[config.mk]
export PLATFORM = sky130hd
export DESIGN_NAME = hid_boot_keyboard_report_differ
export DESIGN_NICKNAME = d
export VERILOG_FILES = /design/src/rtl/core/hbkd_pkg.sv /design/src/rtl/core/hid_boot_keyboard_report_differ.sv /design/src/rtl/core/hbkd_key_cmp.sv
export SDC_FILE = /design/constraint.sdc
export NUM_CORES = 1
export LEC_CHECK = 0
export ABC_AREA = 1
export ABC_CLOCK_PERIOD_IN_PS = 3700
export BUFFER_PORTS_ARGS = -buffer_cell sky130_fd_sc_hd__buf_4
export CORE_MARGIN = 5
export CORE_UTILIZATION = 48
export CTS_CLUSTER_SIZE = 16
export DETAILED_ROUTE_END_ITERATION = 6
export PLACE_DENSITY = 0.69
export SYNTH_ARGS = -nofsm -noshare
export SYNTH_HDL_FRONTEND = slang
export SYNTH_SLANG_ARGS = --single-unit
[constraint.sdc]
create_clock -name clk_i -period 3.7 [get_ports clk_i]
set_clock_uncertainty 0.2 [all_clocks]
set_input_delay 1.11 -clock clk_i [delete_from_list [all_inputs] [get_ports clk_i]]
set_output_delay 1.11 -clock clk_i [all_outputs]
set_load 0.01 [all_outputs]
[src/rtl/core/hbkd_pkg.sv]
// ----------------------------------------------------------------------------
// hbkd_pkg
// Types, constants and the usage-to-ASCII translation of the boot keyboard
// report differ.
// ----------------------------------------------------------------------------
package hbkd_pkg;

  localparam int unsigned MaxSlots = 6;

  localparam logic [7:0] UsageArrowUp    = 8'h52;
  localparam logic [7:0] UsageArrowDown  = 8'h51;
  localparam logic [7:0] UsageArrowLeft  = 8'h50;
  localparam logic [7:0] UsageArrowRight = 8'h4F;
  localparam logic [7:0] UsageEnter      = 8'h28;
  localparam logic [7:0] UsageBackspace  = 8'h2A;
  localparam logic [7:0] UsageSpace      = 8'h2C;
  localparam logic [7:0] UsageFirstAlpha = 8'h04;
  localparam logic [7:0] UsageLastAlpha  = 8'h1D;
  localparam logic [7:0] UsageFirstDigit = 8'h1E;
  localparam logic [7:0] UsageLastMapped = 8'h38;
  localparam logic [7:0] ModShiftMask    = 8'h22;
  localparam logic [6:0] CharUnknown     = 7'h3F;

  localparam logic EventPress   = 1'b0;
  localparam logic EventRelease = 1'b1;

  typedef struct packed {
    logic [7:0] modifier_keys;
    logic [7:0] key_slot_0;
    logic [7:0] key_slot_1;
    logic [7:0] key_slot_2;
    logic [7:0] key_slot_3;
    logic [7:0] key_slot_4;
    logic [7:0] key_slot_5;
  } hbkd_in_t;

  typedef struct packed {
    logic [7:0] key_usage;
    logic       event_kind;
    logic [7:0] modifier_state;
    logic [6:0] ascii_char;
    logic       arrow_up;
    logic       arrow_down;
    logic       arrow_left;
    logic       arrow_right;
    logic       last_event;
  } hbkd_out_t;

  // Translate a usage code to ASCII; shift applies when either shift bit is set.
  function automatic logic [6:0] hbkd_to_ascii(input logic [7:0] usage,
                                               input logic [7:0] mods);
    logic       shift;
    logic [6:0] offs;
    logic [6:0] ch;
    shift = |(mods & ModShiftMask);
    offs  = 7'(usage - UsageFirstAlpha);
    ch    = CharUnknown;
    case (usage) inside
      [UsageFirstAlpha:UsageLastAlpha]: ch = offs + (shift ? 7'h41 : 7'h61);
      8'h1E: ch = shift ? 7'h21 : 7'h31;
      8'h1F: ch = shift ? 7'h40 : 7'h32;
      8'h20: ch = shift ? 7'h23 : 7'h33;
      8'h21: ch = shift ? 7'h24 : 7'h34;
      8'h22: ch = shift ? 7'h25 : 7'h35;
      8'h23: ch = shift ? 7'h5E : 7'h36;
      8'h24: ch = shift ? 7'h26 : 7'h37;
      8'h25: ch = shift ? 7'h2A : 7'h38;
      8'h26: ch = shift ? 7'h28 : 7'h39;
      8'h27: ch = shift ? 7'h29 : 7'h30;
      UsageEnter:     ch = 7'h0A;
      UsageBackspace: ch = 7'h08;
      UsageSpace:     ch = 7'h20;
      8'h2D: ch = shift ? 7'h5F : 7'h2D;
      8'h2E: ch = shift ? 7'h2B : 7'h3D;
      8'h2F: ch = shift ? 7'h7B : 7'h5B;
      8'h30: ch = shift ? 7'h7D : 7'h5D;
      8'h31: ch = shift ? 7'h7C : 7'h5C;
      8'h33: ch = shift ? 7'h3A : 7'h3B;
      8'h34: ch = shift ? 7'h22 : 7'h27;
      8'h35: ch = shift ? 7'h7E : 7'h60;
      8'h36: ch = shift ? 7'h3C : 7'h2C;
      8'h37: ch = shift ? 7'h3E : 7'h2E;
      UsageLastMapped: ch = shift ? 7'h3F : 7'h2F;
      default: ch = CharUnknown;
    endcase
    return ch;
  endfunction

endpackage

[src/rtl/core/hid_boot_keyboard_report_differ.sv]
// ----------------------------------------------------------------------------
// hid_boot_keyboard_report_differ
// Compares each boot keyboard report against the previous one and emits
// press events, then release events, one item per change.
// ----------------------------------------------------------------------------
//  channel | direction | payload     | handshake
//  in      | input     | hbkd_in_t   | in_valid_i / in_ready_o
//  out     | output    | hbkd_out_t  | out_valid_o / out_ready_i
//
// A report is scanned one candidate key per cycle through the shared compare
// unit, then its events go out one per cycle while the output is taken, and a
// closing step copies the current keys into the previous ones. Reset clears
// the previous key slots and the sequencer. A stalled output holds its item;
// the input is taken again only once the sequencer is idle.
// ----------------------------------------------------------------------------
module hid_boot_keyboard_report_differ import hbkd_pkg::*; #(
  parameter int unsigned KEY_SLOTS = 6
) (
  input  logic      clk_i,
  input  logic      rst_ni,
  input  logic      in_valid_i,
  output logic      in_ready_o,
  input  hbkd_in_t  in_data_i,
  output logic      out_valid_o,
  input  logic      out_ready_i,
  output hbkd_out_t out_data_o
);

  localparam int unsigned MaskW = 2 * KEY_SLOTS;
  localparam int unsigned IdxW  = (MaskW > 1) ? $clog2(MaskW) : 1;

  typedef enum logic [1:0] {
    StIdle,
    StScan,
    StEmit
  } state_e;

  state_e     state_q;
  logic [IdxW-1:0] idx_q;
  logic [MaskW-1:0] mask_q;
  logic [7:0] cur_q  [KEY_SLOTS];
  logic [7:0] prev_q [KEY_SLOTS];
  logic [7:0] mods_q;
  logic [3:0] arrows_q;
  logic       out_valid_q;
  hbkd_out_t  out_q;

  logic [7:0] in_slots [MaxSlots];
  logic [3:0] arrows_d;
  logic [7:0] cand;
  logic [7:0] other [KEY_SLOTS];
  logic       hit;
  logic [IdxW-1:0] sel;
  logic [MaskW-1:0] rest;
  logic [7:0] emit_key;
  logic       emit_go;

  assign in_slots[0] = in_data_i.key_slot_0;
  assign in_slots[1] = in_data_i.key_slot_1;
  assign in_slots[2] = in_data_i.key_slot_2;
  assign in_slots[3] = in_data_i.key_slot_3;
  assign in_slots[4] = in_data_i.key_slot_4;
  assign in_slots[5] = in_data_i.key_slot_5;

  // Arrow flags {up, down, left, right} over the used slots only.
  always_comb begin
    arrows_d = 4'b0000;
    for (int j = 0; j < KEY_SLOTS; j++) begin
      if (in_slots[j] == UsageArrowUp)    arrows_d[3] = 1'b1;
      if (in_slots[j] == UsageArrowDown)  arrows_d[2] = 1'b1;
      if (in_slots[j] == UsageArrowLeft)  arrows_d[1] = 1'b1;
      if (in_slots[j] == UsageArrowRight) arrows_d[0] = 1'b1;
    end
  end

  // Candidates below KEY_SLOTS are current keys checked against the previous
  // report; the upper half are previous keys checked against the current one.
  always_comb begin
    cand = 8'h00;
    for (int j = 0; j < KEY_SLOTS; j++) begin
      if (idx_q == IdxW'(j))             cand = cur_q[j];
      if (idx_q == IdxW'(j + KEY_SLOTS)) cand = prev_q[j];
      other[j] = (idx_q < IdxW'(KEY_SLOTS)) ? prev_q[j] : cur_q[j];
    end
  end

  hbkd_key_cmp #(
    .KEY_SLOTS(KEY_SLOTS)
  ) u_key_cmp (
    .cand_i (cand),
    .other_i(other),
    .hit_o  (hit)
  );

  // Lowest pending event and the key it refers to.
  always_comb begin
    sel = '0;
    for (int j = MaskW - 1; j >= 0; j--) begin
      if (mask_q[j]) sel = IdxW'(j);
    end
    rest = mask_q & ~(MaskW'(1) << sel);
    emit_key = 8'h00;
    for (int j = 0; j < KEY_SLOTS; j++) begin
      if (sel == IdxW'(j))             emit_key = cur_q[j];
      if (sel == IdxW'(j + KEY_SLOTS)) emit_key = prev_q[j];
    end
  end

  // A new event is loaded when one is pending and the output slot is free.
  assign emit_go = (state_q == StEmit) && (mask_q != '0) && (!out_valid_q || out_ready_i);

  always_ff @(posedge clk_i or negedge rst_ni) begin
    if (!rst_ni) begin
      state_q     <= StIdle;
      idx_q       <= '0;
      mask_q      <= '0;
      mods_q      <= '0;
      arrows_q    <= '0;
      out_valid_q <= 1'b0;
      out_q       <= '0;
      for (int j = 0; j < KEY_SLOTS; j++) begin
        cur_q[j]  <= '0;
        prev_q[j] <= '0;
      end
    end else begin
      if (emit_go) begin
        out_valid_q <= 1'b1;
      end else if (out_valid_q && out_ready_i) begin
        out_valid_q <= 1'b0;
      end
      case (state_q)
        StIdle: begin
          if (in_valid_i) begin
            for (int j = 0; j < KEY_SLOTS; j++) begin
              cur_q[j] <= in_slots[j];
            end
            mods_q   <= in_data_i.modifier_keys;
            arrows_q <= arrows_d;
            idx_q    <= '0;
            state_q  <= StScan;
          end
        end
        StScan: begin
          mask_q[idx_q] <= hit;
          if (idx_q == IdxW'(MaskW - 1)) begin
            state_q <= StEmit;
          end else begin
            idx_q <= idx_q + 1'b1;
          end
        end
        StEmit: begin
          if (mask_q == '0) begin
            for (int j = 0; j < KEY_SLOTS; j++) begin
              prev_q[j] <= cur_q[j];
            end
            state_q <= StIdle;
          end else if (emit_go) begin
            out_q.key_usage      <= emit_key;
            out_q.event_kind     <= (sel < IdxW'(KEY_SLOTS)) ? EventPress : EventRelease;
            out_q.modifier_state <= mods_q;
            out_q.ascii_char     <= hbkd_to_ascii(emit_key, mods_q);
            out_q.arrow_up       <= arrows_q[3];
            out_q.arrow_down     <= arrows_q[2];
            out_q.arrow_left     <= arrows_q[1];
            out_q.arrow_right    <= arrows_q[0];
            out_q.last_event     <= (rest == '0);
            mask_q               <= rest;
          end
        end
        default: begin
          state_q <= StIdle;
        end
      endcase
    end
  end

  assign in_ready_o  = (state_q == StIdle);
  assign out_valid_o = out_valid_q;
  assign out_data_o  = out_q;

endmodule

[src/rtl/core/hbkd_key_cmp.sv]
// ----------------------------------------------------------------------------
// hbkd_key_cmp
// Shared compare unit: flags a nonzero candidate key that is absent from a
// set of key slots.
// ----------------------------------------------------------------------------
module hbkd_key_cmp import hbkd_pkg::*; #(
  parameter int unsigned KEY_SLOTS = 6
) (
  input  logic [7:0] cand_i,
  input  logic [7:0] other_i [KEY_SLOTS],
  output logic       hit_o
);

  logic held;

  always_comb begin
    held = 1'b0;
    for (int j = 0; j < KEY_SLOTS; j++) begin
      if (other_i[j] == cand_i) begin
        held = 1'b1;
      end
    end
  end

  assign hit_o = (cand_i != 8'h00) && !held;

endmodule

# ---- Word-level counts from Yosys, hierarchy flattened
# Cells that the tools add are included.
dict set report word_totals {
  output_inout_bits 31
  in_bits 60
  ff_bits 156
  wordCells 285
}
dict set report classes {
  reduce_logical 26
  n_lt_le_gt_ge 6
  bitwise 3
  n_mux 135
  n_eq_ne 84
  n_addsub 3
  shift 1
}
# operator n
set ops {}
lappend ops {{$mux W8} 30}
lappend ops {{$eq A8 B7 Y1 const B} 24}
lappend ops {{$eq A8 B6 Y1 const B} 22}
lappend ops {{$mux W7} 25}
lappend ops {{$mux W5} 16}
lappend ops {{$mux W4} 14}
lappend ops {{$eq A8 B8 Y1} 6}
lappend ops {{$mux W1} 35}
lappend ops {{$eq A4 B3 Y1 const B} 8}
lappend ops {{$eq A4 B4 Y1 const B} 8}
lappend ops {{$logic_not A12 Y1} 2}
lappend ops {{$mux W12} 2}
lappend ops {{$mux W6} 4}
lappend ops {{$pmux W12 S2} 1}
lappend ops {{$eq A4 B2 Y1 const B} 4}
lappend ops {{$eq A8 B5 Y1 const B} 2}
lappend ops {{$and A12 B12 Y12} 1}
lappend ops {{$bwmux W12} 1}
lappend ops {{$not A12 Y12} 1}
lappend ops {{$reduce_and A3 Y1} 4}
lappend ops {{$reduce_bool A12 Y1} 1}
lappend ops {{$shl A1 B4 Y12 const A} 1}
lappend ops {{$ne A2 B2 Y1 const B} 5}
lappend ops {{$eq A4 B1 Y1 const B} 2}
lappend ops {{26 further kinds} 39}

# ---- Longest topological paths before layout
dict set report logic_depth {
  ltp_word 51
  ltp_mapped 44
  depth_no_buf 44
}

# ---- Hierarchy
# Synthesis repeated with hierarchy kept, for this count alone.
dict set report hier_totals {
  hier_cells 1619
  hier_area_um2 10911.7
}
# module cells_each n_inst area_per_inst_um2 seq_area_each_um2
set modules_own_cells {}
lappend modules_own_cells {hid_boot_keyboard_report_differ 1436 1 10015.9 3903.7}
lappend modules_own_cells {hbkd_key_cmp 183 1 895.9 0.0}

# ---- Worst setup path after synthesis
# OpenSTA, ideal clock, no wires.
dict set report synth_timing {
  path_type {register to register}
  startpoint {reg mask_q[10]}
  endpoint {reg out_q (netlist bit out_data_o[5])}
  setup_slack_ns -0.364
  t_required_ns 3.384
  arrival_time_ns 3.747
  setup_ns 0.116
  path_stages_with_launch 42
  cell_sequence {dfrtp_1 inv_1 nand2_1 nand2_1 nand2_1 nand2_1 nand2_1 nand2_1 nand2_1 nand2_1 nand2_4 a21oi_2 nor2_4 nand2_4 clkinv_1 a2111oi_0 o211ai_1 o21ai_0 [... 6 more ...] o211ai_1 nand2_1 nand3_1 nand2_1 nand2_1 nand2_1 nand2_1 nand2_1 nand2_1 nand2_1 nand2_1 nand2_1 nand2_1 nand2_1 nand2_1 nand2_1 nand2_1 nand2_1}
}
dict set report synth_between {
  elab_chain_len 50
  elab_cells_between_ends 95
  classes_between {add/sub (2); order compare (2); eq/ne (35); mux (48); bitwise (1); reduce/logical (7)}
}
# element line_no
set synth_rtl {}
lappend synth_rtl {{start, declared} hid_boot_keyboard_report_differ.sv:40} ;# logic [MaskW-1:0] mask_q;
lappend synth_rtl {{start signal, assigned by index} hid_boot_keyboard_report_differ.sv:144} ;# mask_q[idx_q] <= hit;
lappend synth_rtl {{start signal, assigned} hid_boot_keyboard_report_differ.sv:167} ;# mask_q <= rest;
lappend synth_rtl {{$mux W4 * (11 in a row)} hid_boot_keyboard_report_differ.sv:99} ;# if (mask_q[j]) sel = IdxW'(j);
lappend synth_rtl {{$logic_not A4 Y1} hid_boot_keyboard_report_differ.sv:104} ;# if (sel == IdxW'(j)) emit_key = cur_q[j];
lappend synth_rtl {{$mux W8} hid_boot_keyboard_report_differ.sv:104}
lappend synth_rtl {{$mux W8} hid_boot_keyboard_report_differ.sv:105} ;# if (sel == IdxW'(j + KEY_SLOTS)) emit_key = prev_q[j];
lappend synth_rtl {{$mux W8} hid_boot_keyboard_report_differ.sv:104}
lappend synth_rtl {{$mux W8} hid_boot_keyboard_report_differ.sv:105}
lappend synth_rtl {{$mux W8} hid_boot_keyboard_report_differ.sv:104}
lappend synth_rtl {{$mux W8} hid_boot_keyboard_report_differ.sv:105}
lappend synth_rtl {{[... 3 more ...]} -}
lappend synth_rtl {{$mux W8} hid_boot_keyboard_report_differ.sv:105}
lappend synth_rtl {{$mux W8} hid_boot_keyboard_report_differ.sv:104}
lappend synth_rtl {{$mux W8 *} hid_boot_keyboard_report_differ.sv:105}
lappend synth_rtl {{via emit_key[2]} hid_boot_keyboard_report_differ.sv:55} ;# logic [7:0] emit_key;
lappend synth_rtl {{$eq A8 B6 Y1} hid_boot_keyboard_report_differ.sv:161} ;# out_q.ascii_char <= hbkd_to_ascii(emit_key, mods_q);
lappend synth_rtl {{$mux W5 (3 in a row)} hbkd_pkg.sv:58} ;# case (usage) inside
lappend synth_rtl {{$mux W7 (21 in a row)} hbkd_pkg.sv:58}
lappend synth_rtl {{$mux W7 *} hbkd_pkg.sv:58}
lappend synth_rtl {{end, declared} hid_boot_keyboard_report_differ.sv:46} ;# hbkd_out_t out_q;
# Mark *: on every way through the listed nets, which the timed path passes. The rest lies on a longest branch.
# A chain may end at the register's enable or synchronous reset.

# ---- Worst setup path in the final report
dict set report layout_timing {
  startpoint {reg mask_q[11]}
  endpoint {reg out_q (netlist bit out_data_o[5])}
}
dict set report layout_between {
  elab_chain_len 51
  elab_cells_between_ends 96
  classes_between {add/sub (2); order compare (2); eq/ne (35); mux (49); bitwise (1); reduce/logical (7)}
}
# element line_no
set layout_rtl {}
lappend layout_rtl {{$mux W4 * (12 in a row)} hid_boot_keyboard_report_differ.sv:99}
lappend layout_rtl {{$logic_not A4 Y1} hid_boot_keyboard_report_differ.sv:104}
lappend layout_rtl {{$mux W8} hid_boot_keyboard_report_differ.sv:104}
lappend layout_rtl {{$mux W8} hid_boot_keyboard_report_differ.sv:105}
lappend layout_rtl {{$mux W8} hid_boot_keyboard_report_differ.sv:104}
lappend layout_rtl {{$mux W8} hid_boot_keyboard_report_differ.sv:105}
lappend layout_rtl {{$mux W8} hid_boot_keyboard_report_differ.sv:104}
lappend layout_rtl {{$mux W8} hid_boot_keyboard_report_differ.sv:105}
lappend layout_rtl {{[... 3 more ...]} -}
lappend layout_rtl {{$mux W8} hid_boot_keyboard_report_differ.sv:105}
lappend layout_rtl {{$mux W8} hid_boot_keyboard_report_differ.sv:104}
lappend layout_rtl {{$mux W8 *} hid_boot_keyboard_report_differ.sv:105}
lappend layout_rtl {{via emit_key[3]} hid_boot_keyboard_report_differ.sv:55}
lappend layout_rtl {{$eq A8 B6 Y1} hid_boot_keyboard_report_differ.sv:161}
lappend layout_rtl {{$mux W5 (3 in a row)} hbkd_pkg.sv:58}
lappend layout_rtl {{$mux W7 (21 in a row)} hbkd_pkg.sv:58}
lappend layout_rtl {{$mux W7 *} hbkd_pkg.sv:58}
# Marks and branches as above.

==> impl_metrics.csv <==
group,metric,value,unit
floorplan,rows,54,
sta,slew_headroom,0.4306,
sta,min_period_over_period,1.165,
grt,grt_antenna_before_repair,0,
sta,worst_slack,-612.2,ps
logic_synthesis,synth_cells,1539,
outcome,violations,"negative setup slack",
clock_network,clockRootBuffer,"clkbuf_16",
floorplan,initial_core_util,0.4886,
sta,setup_viol_count_final,19,
pwr,cellLeakagePower,0.007331,µW
clock_network,h-tree-depth,4,
grt,grt_pass1_vias,11910,
setup_path,startpoint_type,"flip-flop",
sta,tightestPinTransition,832.6,ps
layout,drive_gt1_frac,0.3219,
setup_path,critPathMaxFanout,4,
placement,placed_area,13540,µm²
floorplan,die_w,159.3,µm
logic_synthesis,synth_nets,1617,
floorplan,die_y,159.3,µm
grt,grt-ovfl-total,0,
clock_network,cts_tree,"built",
floorplan,pin_count,91,
setup_path,arrival,4490,ps
layout,final_cells,2169,
detailed_routing,vias,12380,
setup_path,critical_path_required,3880,ps
layout,num-nets-final,1954,
clock_network,numCtsBuffers,17,
detailed_routing,wl_per_cell,19.27,µm
clock_network,clkSlewWorstSetupHoldPaths,70,ps
logic_synthesis,synth.avg_cell_area,6.949,µm²
logic_synthesis,yosys_warnings,0,
detailed_routing,drcViolationCount,0,
sta,hold_viol_final,0,
clock_network,clk_latency,440,ps
setup_path,crit_path_top_delay_cell,"dfrtp_1",
job,maxCapViolCount,0,
layout,n_antenna_cell,0,
clock_network,hold_buffers,0,
pwr,ir_drop,0.0003174,V
layout,finalInstanceArea,15250,µm²
clock_network,cts.sinks,156,
sta,rsz0062_at_grt,"yes",
setup_path,critPathCaptureType,"flip-flop",
logic_synthesis,ys_seq_elements,156,
grt,grt_max_degree,62,
pwr,powerDensity,574.3,nW/µm²
detailed_routing,wirelength,41800,µm
setup_path,path_common_cell,"nand2_1",
logic_synthesis,synth_seq_area_share,0.3650,
setup_path,worstSetupPathType,"flip-flop to flip-flop",
detailed_routing,vias_per_cell,5.708,
detailed_routing,ant_nets,0,
floorplan,die_area,25370,µm²
detailed_routing,dr.first_iter.drc_count,1238,
placement,gp_congestion,1.062,
floorplan,coreArea,21890,µm²
logic_synthesis,syn_area,10700,µm²
outcome,outcome,"complete, but fails checks",
layout,area_growth_syn_to_layout,42.56,%
placement,dp_hpwl,31710,µm
logic_synthesis,synth.distinct_cells,55,
placement,port_buffers,90,
grt,grt_first_pass_wirelength,64630,µm
sta,timing.final.crit_period,4312,ps
min_path,min_path_type,"flip-flop to flip-flop",
sta,finalMaxSlewViolations,0,
detailed_routing,firstDrtPassIters,6,
placement,dp.cells,2089,
grt,grt_util_all_layers,0.3190,
sta,max_freq,0.2319,GHz
clock_network,clk_path_buf_depth,2,
setup_path,cpPeakStageDelay,390,ps
cell usage after synthesis, drive strengths merged:
cell	n	area [µm²]
o31ai	2	15.01
nor4	16	100.1
a211oi	2	15.01
o21ai	246	1257
dfrtp	156	3904
inv	206	778.2
a21boi	2	15.01
a2111oi	2	17.52
nand3	55	310.3
xnor2	2	17.52
or2	7	43.80
o21a	15	112.6
a21oi	65	340.3
nor3	13	70.07
o2111ai	4	35.03
ha	18	225.2
nor2	122	533.0
buf	7	42.54
o22ai	13	81.33
a221oi	7	61.31
nand3b	2	18.77
nand2	399	1543
xor2	33	289.0
a22o	2	17.52
o21bai	2	15.01
o41ai	3	26.28
clkinv	5	21.27
a31oi	11	68.82
a22oi	2	15.01
o221ai	12	105.1
nand4	39	265.3
clkbuf	49	183.9
o211ai	19	142.6
a41oi	1	8.760
what timing repair did:
| item | 4_1_cts | 5_1_grt |
|---|---|---|
| gates cloned | 1 | 0 |
| setup endpoints to repair | 19 | 19 |
| gates resized for setup | 135 | 69 |
| buffers inserted | 25 | 24 |
| pin swaps | 55 | 61 |
area by class of cell:
class | count | area (µm²)
Clock buffer | 17 | 425.4
Fill cell | 1803 | 6644
Sequential cell | 156 | 3905
Multi-Input combinational cell | 1116 | 6492
Inverter | 211 | 822.0
Clock inverter | 15 | 163.9
Tap cell | 280 | 350.3
Timing Repair Buffer | 374 | 3088
final timing paths:
check | start | cells after the start | slack, ps | end
min reg2reg | out_data_o[7] | 2 | 280 | out_data_o[7]
max in group asynchronous | rst_ni | 2 | 2150 | cur_q[5]
max reg2reg | mask_q[11] | 37 | -610 | out_data_o[5]
min in group asynchronous | rst_ni | 1 | 430 | cur_q[38]
max | mask_q[11] | 37 | -610 | out_data_o[5]
min | out_data_o[7] | 2 | 280 | out_data_o[7]
sequential cells by signal, indices dropped and copies added, names as in the netlist:
name         flops
state_q          2
out_data_o      29
mods_q           8
mask_q          12
out_valid_o      1
arrows_q         4
prev_q          48
idx_q            4
cur_q           48
kinds of logic (layout without fill, tap and decap cells):
family	after synthesis	in the layout	share of synthesized area
AOI/OAI and AO/OA	410	410	0.2197
adders and majority gates	18	18	0.02106
xor gates and xnor gates	35	35	0.02866
DFF	156	156	0.3650
buffers and inverters	267	617	0.09593
and+or+nand+nor	653	653	0.2697
cell usage in the layout, fill, tap and decap left out, drive strengths merged, types with 19 or more instances in the layout:
cell    count
nor2      122
nand2     399
a21oi      65
nand4      39
o21ai     246
nand3      55
inv       213
o211ai     19
dfrtp     156
buf       374
xor2       33
critical path: cells and delay by family, from the launching register on:
family	cells	cell delay [ps]
flops	1	390
simple gates	26	1900
compound gates	6	1120
fa+ha+maj	1	250
buf+inv	4	400
per-stage QoR:
step	power [µW]	TNS, ps	hold WS (ps)	util	setup WS, ps
4_1_cts	8430	-4410	281.2	0.6763	-492.2
3_5_place_dp	6247	-13910	272.4	0.6184	-803.1
2_1_floorplan	4301	-556.7	249.6	-	-207.0
3_3_place_gp	6180	-11730	264.5	0.6184	-788.2
6_report	8757	-6074	280.6	0.6965	-612.2
5_1_grt	9269	-9939	307.5	0.6965	-898.4
metal layers:
metal,track usage,vias up,wire length (µm)
met5,0,-,0
met4,0.1276,0,1994
met3,0.07404,145,3579
met2,0.5234,628,19650
met1,0.4084,5806,16580
li1,-,5801,-
power by group:
group          internal (µW)  switching [µW]  leakage [µW]
combinational           2200            2720       0.00512
sequential              1910             148       0.00192
clock                    909             870      0.000288
total                   5020            3740       0.00733
Power figures use the tool's default switching activity.
